<file path="src/sv/tti_pkg.sv">
// shared constants and types for the tensor transpose index map
// no dependencies; imported by tti_cfg, tti_dim and the top level
package tti_pkg;

    localparam int MAX_RANK_DEF   = 6;
    localparam int INDEX_BITS_DEF = 32;
    localparam int DIM_BITS_DEF   = 16;

    localparam int OUT_FIELD_BITS = 32;
    localparam int ADDR_BITS      = 5;
    localparam int ADDR_LSB       = 3;
    localparam int DATA_BITS      = 64;

    localparam int RANK_BITS = 3;
    localparam int PERM_BITS = 18;
    localparam int DIMS_BITS = 48;
    localparam int AXIS_BITS = 3;

    typedef logic [ADDR_BITS-ADDR_LSB-1:0] t_reg_idx;

    localparam t_reg_idx REG_RANK    = 2'd0;
    localparam t_reg_idx REG_PERM    = 2'd1;
    localparam t_reg_idx REG_DIMS_LO = 2'd2;
    localparam t_reg_idx REG_DIMS_HI = 2'd3;

    localparam logic [RANK_BITS-1:0] RANK_RST = 3'd1;
    localparam logic [PERM_BITS-1:0] PERM_RST = 18'd181896;
    localparam logic [DIMS_BITS-1:0] DIMS_RST = 48'h0001_0001_0001;

    // status of the geometry sequencer toward the datapath
    typedef struct packed {
        logic busy;
        logic numel_sat;
    } t_geom_ctl;

endpackage

</file>
<file path="src/sv/tti_dim.sv">
// one output dimension: pipelined restoring divide by the output stride,
// then multiply by the permuted input stride and accumulate; depends on tti_pkg
module tti_dim #(
    parameter int INDEX_BITS = tti_pkg::INDEX_BITS_DEF
) (
    input  logic                  i_clk,
    input  logic                  i_rst_n,
    input  logic                  i_en,
    input  logic                  i_vld,
    input  logic [INDEX_BITS-1:0] i_rem,
    input  logic [INDEX_BITS-1:0] i_acc,
    input  logic                  i_oor,
    input  logic [INDEX_BITS-1:0] i_stride,
    input  logic                  i_skip,
    input  logic [INDEX_BITS-1:0] i_sstr,
    output logic                  o_vld,
    output logic [INDEX_BITS-1:0] o_rem,
    output logic [INDEX_BITS-1:0] o_acc,
    output logic                  o_oor
);
    import tti_pkg::*;

    // s_* is the input of divider stage j, r_* its registered output
    logic                  s_vld [INDEX_BITS+1];
    logic [INDEX_BITS-1:0] s_rem [INDEX_BITS+1];
    logic [INDEX_BITS-1:0] s_q   [INDEX_BITS+1];
    logic [INDEX_BITS-1:0] s_acc [INDEX_BITS+1];
    logic                  s_oor [INDEX_BITS+1];

    logic                  r_vld [INDEX_BITS];
    logic [INDEX_BITS-1:0] r_rem [INDEX_BITS];
    logic [INDEX_BITS-1:0] r_q   [INDEX_BITS];
    logic [INDEX_BITS-1:0] r_acc [INDEX_BITS];
    logic                  r_oor [INDEX_BITS];

    logic                  r_mvld;
    logic [INDEX_BITS-1:0] r_mrem;
    logic [INDEX_BITS-1:0] r_mprod;
    logic [INDEX_BITS-1:0] r_macc;
    logic                  r_moor;
    logic                  r_avld;
    logic [INDEX_BITS-1:0] r_arem;
    logic [INDEX_BITS-1:0] r_aacc;
    logic                  r_aoor;

    assign s_vld[0] = i_vld;
    assign s_rem[0] = i_rem;
    assign s_q[0]   = '0;
    assign s_acc[0] = i_acc;
    assign s_oor[0] = i_oor;

    for (genvar j = 0; j < INDEX_BITS; j++) begin : g_step
        localparam int B = INDEX_BITS - 1 - j;
        logic ge;

        // quotient bit B: remainder still holds stride << B
        assign ge = !i_skip && ((s_rem[j] >> B) >= i_stride);

        always_ff @(posedge i_clk) begin
            if (!i_rst_n) begin
                r_vld[j] <= 1'b0;
            end else if (i_en) begin
                r_vld[j] <= s_vld[j];
            end
        end

        always_ff @(posedge i_clk) begin
            if (i_en) begin
                r_rem[j] <= ge ? (s_rem[j] - INDEX_BITS'(i_stride << B)) : s_rem[j];
                r_q[j]   <= s_q[j] | (INDEX_BITS'(ge) << B);
                r_acc[j] <= s_acc[j];
                r_oor[j] <= s_oor[j];
            end
        end

        assign s_vld[j+1] = r_vld[j];
        assign s_rem[j+1] = r_rem[j];
        assign s_q[j+1]   = r_q[j];
        assign s_acc[j+1] = r_acc[j];
        assign s_oor[j+1] = r_oor[j];
    end

    always_ff @(posedge i_clk) begin
        if (!i_rst_n) begin
            r_mvld <= 1'b0;
            r_avld <= 1'b0;
        end else if (i_en) begin
            r_mvld <= s_vld[INDEX_BITS];
            r_avld <= r_mvld;
        end
    end

    always_ff @(posedge i_clk) begin
        if (i_en) begin
            r_mrem  <= s_rem[INDEX_BITS];
            r_mprod <= INDEX_BITS'(s_q[INDEX_BITS] * i_sstr);
            r_macc  <= s_acc[INDEX_BITS];
            r_moor  <= s_oor[INDEX_BITS];
            r_arem  <= r_mrem;
            r_aacc  <= r_macc + r_mprod;
            r_aoor  <= r_moor;
        end
    end

    assign o_vld = r_avld;
    assign o_rem = r_arem;
    assign o_acc = r_aacc;
    assign o_oor = r_aoor;

endmodule

</file>
<file path="config.mk">
export PLATFORM = sky130hd
export DESIGN_NAME = tti_dim
export DESIGN_NICKNAME = d
export VERILOG_FILES = /design/src/sv/tti_pkg.sv /design/src/sv/tti_dim.sv
export SDC_FILE = /design/constraint.sdc
export NUM_CORES = 2
export LEC_CHECK = 0
export ABC_AREA = 0
export ABC_CLOCK_PERIOD_IN_PS = 6950
export BUFFER_PORTS_ARGS = -buffer_cell sky130_fd_sc_hd__buf_4
export CORE_MARGIN = 10
export CORE_UTILIZATION = 50
export DETAILED_ROUTE_END_ITERATION = 10
export PLACE_DENSITY = 0.75
export SYNTH_ARGS = -nofsm -noshare
export SYNTH_HDL_FRONTEND = slang
export SYNTH_SLANG_ARGS = --single-unit
</file>
<file path="constraint.sdc">
create_clock -name i_clk -period 6.95 [get_ports i_clk]
set_input_delay 0.695 -clock i_clk [delete_from_list [all_inputs] [get_ports i_clk]]
set_output_delay 0.695 -clock i_clk [all_outputs]
set_load 0.02 [all_outputs]
</file>
==> results.yml <==
power:
  p_leak_nw: 58.7
  max-vdd-ir-drop_uv: 2100
  comb_power_share_pct: 45.6
  clkPwrFrac_pct: 22.5
  power_density_nw_per_um2: 446
  switching_share_pct: 33.8
  seqPwrFrac_pct: 31.9
  p_sw_mw: 22.6
  power_mw: 66.9
  internal_power_mw: 44.3
clocking:
  cts.sink_count: 2804
  cts_max_level: 5
  cts.clk_slew.worst_paths_ns: 0.06
  clk_latency_ns: 0.92
  cts-buffers-inserted: 292
  cts_tree: "done"
  cts_root_buf: "clkbuf_16"
  clk_path_buf_depth: 4
routing:
  drt_first_pass_iters: 6
  wl_per_cell_um: 19.7
  vias: 74000
  final_antenna_net_count: 0
  wirelength_um: 269000
  viasPerCell: 5.42
  route.detailed.drc: 0
  drt_iter0_drc: 6258
hold_path:
  min_path_cells: 2
  hp-start: "i_vld"
  hold_path.class: "input port to flop"
  hold_path_end: "r_vld[0]$_DFFE_PP_"
global_routing:
  track_usage_pct: 18.5
  grt_pass1_wl_um: 420000
  grt_pass1_vias: 75400
  antenna_found_initial: 18
  overflow: 0
  grt_max_degree: 194
die:
  io_pins: 200
  die_area_um2: 284000
  fp.dieW_um: 533
  core_area_um2: 262000
  die_y_um: 533
  rows: 188
  start_util_pct: 50.2
synthesis:
  synth_flop_cell: "edfxtp_1"
  ys_types: 86
  async_reset_ff_share_pct: 0
  postSynthAreaPerCell_um2: 14.3
  syn_area_um2: 131000
  yosys.area_share.simple_pct: 7.81
  synth_edf_count: 2801
  syn_nets: 10500
  synth_fa_ha_area_share_pct: 13.2
  synth-seq-cells: 2804
  muxShareOfSynthArea_pct: 1.44
  yosysTopAreaCell: "edfxtp_1"
  synth.top_cell.area_share_pct: 64.0
  synth_top_family_by_area: "adder cells"
  syn_inst: 9217
  synth-xor-area-share_pct: 3.19
  synth_compound_area_share_pct: 7.67
  ys_seq_area_share_pct: 64.1
  yosys_warnings: 0
  synthTopCellsByArea: "edfxtp_1, fa_1, ha_1, nand2_1, inv_1"
finish:
  mostFrequentLayoutCells: "edfxtp_1, nand2_1, inv_1, ha_1, o21ai_0"
  n_fill_cell: 20200
  ff_latch_area_um2: 84200
  layout.nets: 11200
  final_util_pct: 57.3
  instances_no_fill: 13700
  multi_input_area_um2: 44300
  layout-drive-gt1-share_pct: 12.2
  synthToLayoutAreaGrowth_pct: 14.3
  final_common_cell: "edfxtp_1"
worst_setup_path:
  cpMostUsedCell: "fa_1"
  cp-end-kind: "flop"
  critPathLaunchType: "flop"
  reg2reg_setup_slack_ns: -0.007
  slowest_delay_ns: 0.56
  worstPathRequired_ns: 7.60
  cp_slowest_cell: "fa_1"
  rr_endpoint: "r_mprod[31]$_DFFE_PP_"
  reg2reg_depth: 25
  path_max_fanout: 8
  cp.arrival_ns: 7.61
  r2r_start: "r_q[1][496]$_DFFE_PP_"
  critPathKind: "flop to flop"
sta:
  fin_ws_ns: -0.00666
  slew_headroom_pct: 22.1
  final.min_clock_period_ns: 6.96
  max_freq_mhz: 144
  rsz0062_at_grt: "true"
  hold_viol_final: 0
  skew_ns: 0.0491
  maxSlewViolCount: 0
  worst_pin_slew_ns: 1.17
  min_period_over_period_pct: 100
  setup_violations: 1
  tns_ns: -0.00666
placement:
  placed_cells_incl_taps: 13000
  dp_hpwl_um: 189000
  io_buffer_count: 199
  place_congestion: 0.956
status:
  violations: "negative setup slack"
  status: "finished with violations"
run:
  drv_cap: 0
through the flow:
stage | setup WS (ns) | hold slack [ns] | cell area (µm²)
2_1_floorplan | -0.0486 | 0.400 | 132000
3_3_place_gp | -0.489 | 0.400 | 139000
3_5_place_dp | -0.534 | 0.405 | 139000
4_1_cts | 0.000730 | 0.0845 | 150000
5_1_grt | -0.235 | 0.117 | 150000
6_report | -0.00666 | 0.146 | 150000
how the worst max path moves through the flow:
stage                     startpoint                     to  cells past startpoint
2_1_floorplan              i_sstr[3]  r_mprod[31]$_DFFE_PP_                     26
3_3_place_gp               i_sstr[4]  r_mprod[30]$_DFFE_PP_                     25
3_5_place_dp               i_sstr[4]  r_mprod[30]$_DFFE_PP_                     25
4_1_cts        r_q[1][485]$_DFFE_PP_  r_mprod[30]$_DFFE_PP_                     25
5_1_grt        r_q[1][487]$_DFFE_PP_  r_mprod[31]$_DFFE_PP_                     28
6_report       r_q[1][496]$_DFFE_PP_  r_mprod[31]$_DFFE_PP_                     25
per-layer routing:
| metal | global-route usage [%] | up-vias | part of all wire [%] |
|---|---|---|---|
| met4 | 6.70 | 6 | 3.8 |
| met3 | 3.07 | 541 | 5.7 |
| li1 | - | 35000 | - |
| met5 | 0 | - | 0.012 |
| met1 | 25.1 | 36300 | 43 |
| met2 | 30.2 | 2143 | 47 |
state kept, by name, summed over array words and instances (netlist names):
signal	count
o_acc	32
r_acc	1024
o_rem	32
r_macc	32
r_rem	1024
o_oor	1
r_moor	1
r_oor	32
r_mvld	1
r_q	528
o_vld	1
r_vld	32
r_mrem	32
r_mprod	32
repair_timing:
action / CTS / global route
endpoints found under the setup margin: 8 / 10
pin swaps: 50 / 24
gates cloned: 3 / 0
hold endpoints to repair: 64 / 0
buffers inserted: 21 / 5
hold buffers: 64 / 0
gates resized for setup: 48 / 50
cells in the mapped netlist (40+ instances only):
master,number
a211oi_1,40
fa_1,440
nand4_1,75
and2_1,289
a31oi_1,43
edfxtp_1,2801
inv_1,716
a21oi_1,363
nand3_1,93
a21o_1,190
o21a_1,80
ha_1,682
and3_1,68
xor2_1,200
nor3_1,117
nand2b_1,94
mux2_2,142
nand2_1,839
a21boi_0,50
or3_1,45
clkbuf_1,183
nor2_1,308
xnor2_1,278
o31ai_1,71
o21ai_0,534
nor2b_1,97
critical path: cells and delay by family, from the launching register on:
family,cells,cell delay (ns)
buffers and inverters,5,0.36
XOR/XNOR,1,0.14
AO/OA/AOI/OAI,9,1.36
AND/OR/NAND/NOR,1,0.15
flip-flops,1,0.41
adder cells (fa/ha/maj),9,4.28
cell type report:
type	instances	share of cell area [%]
flip-flops and latches	2804	56.1
multi-input cells	5504	29.5
clock buffers	368	5.14
repair buffers	596	3.45
well taps	3515	2.93
inverters	716	1.79
clock inverters	162	1.08
diodes	4	0.00667
logic make-up after synthesis:
group | count (synthesis)
AO/OA/AOI/OAI | 1614
XOR/XNOR | 478
adder cells (fa/ha/maj) | 1122
buffers and inverters | 909
flip-flops | 2804
multiplexers | 171
AND/OR/NAND/NOR | 2119
power by group through the flow:
stage,clock [mW],combinational (mW),sequential (mW)
after detailed placement,0,27.4,21.7
after global placement,0,26.7,21.6
final,15.1,30.5,21.3
after CTS,15.6,29.5,21.3
after global routing,16.2,33.8,21.4
after floorplan,0,17.2,21.6
Note: power is estimated with default switching activity, not from simulation.
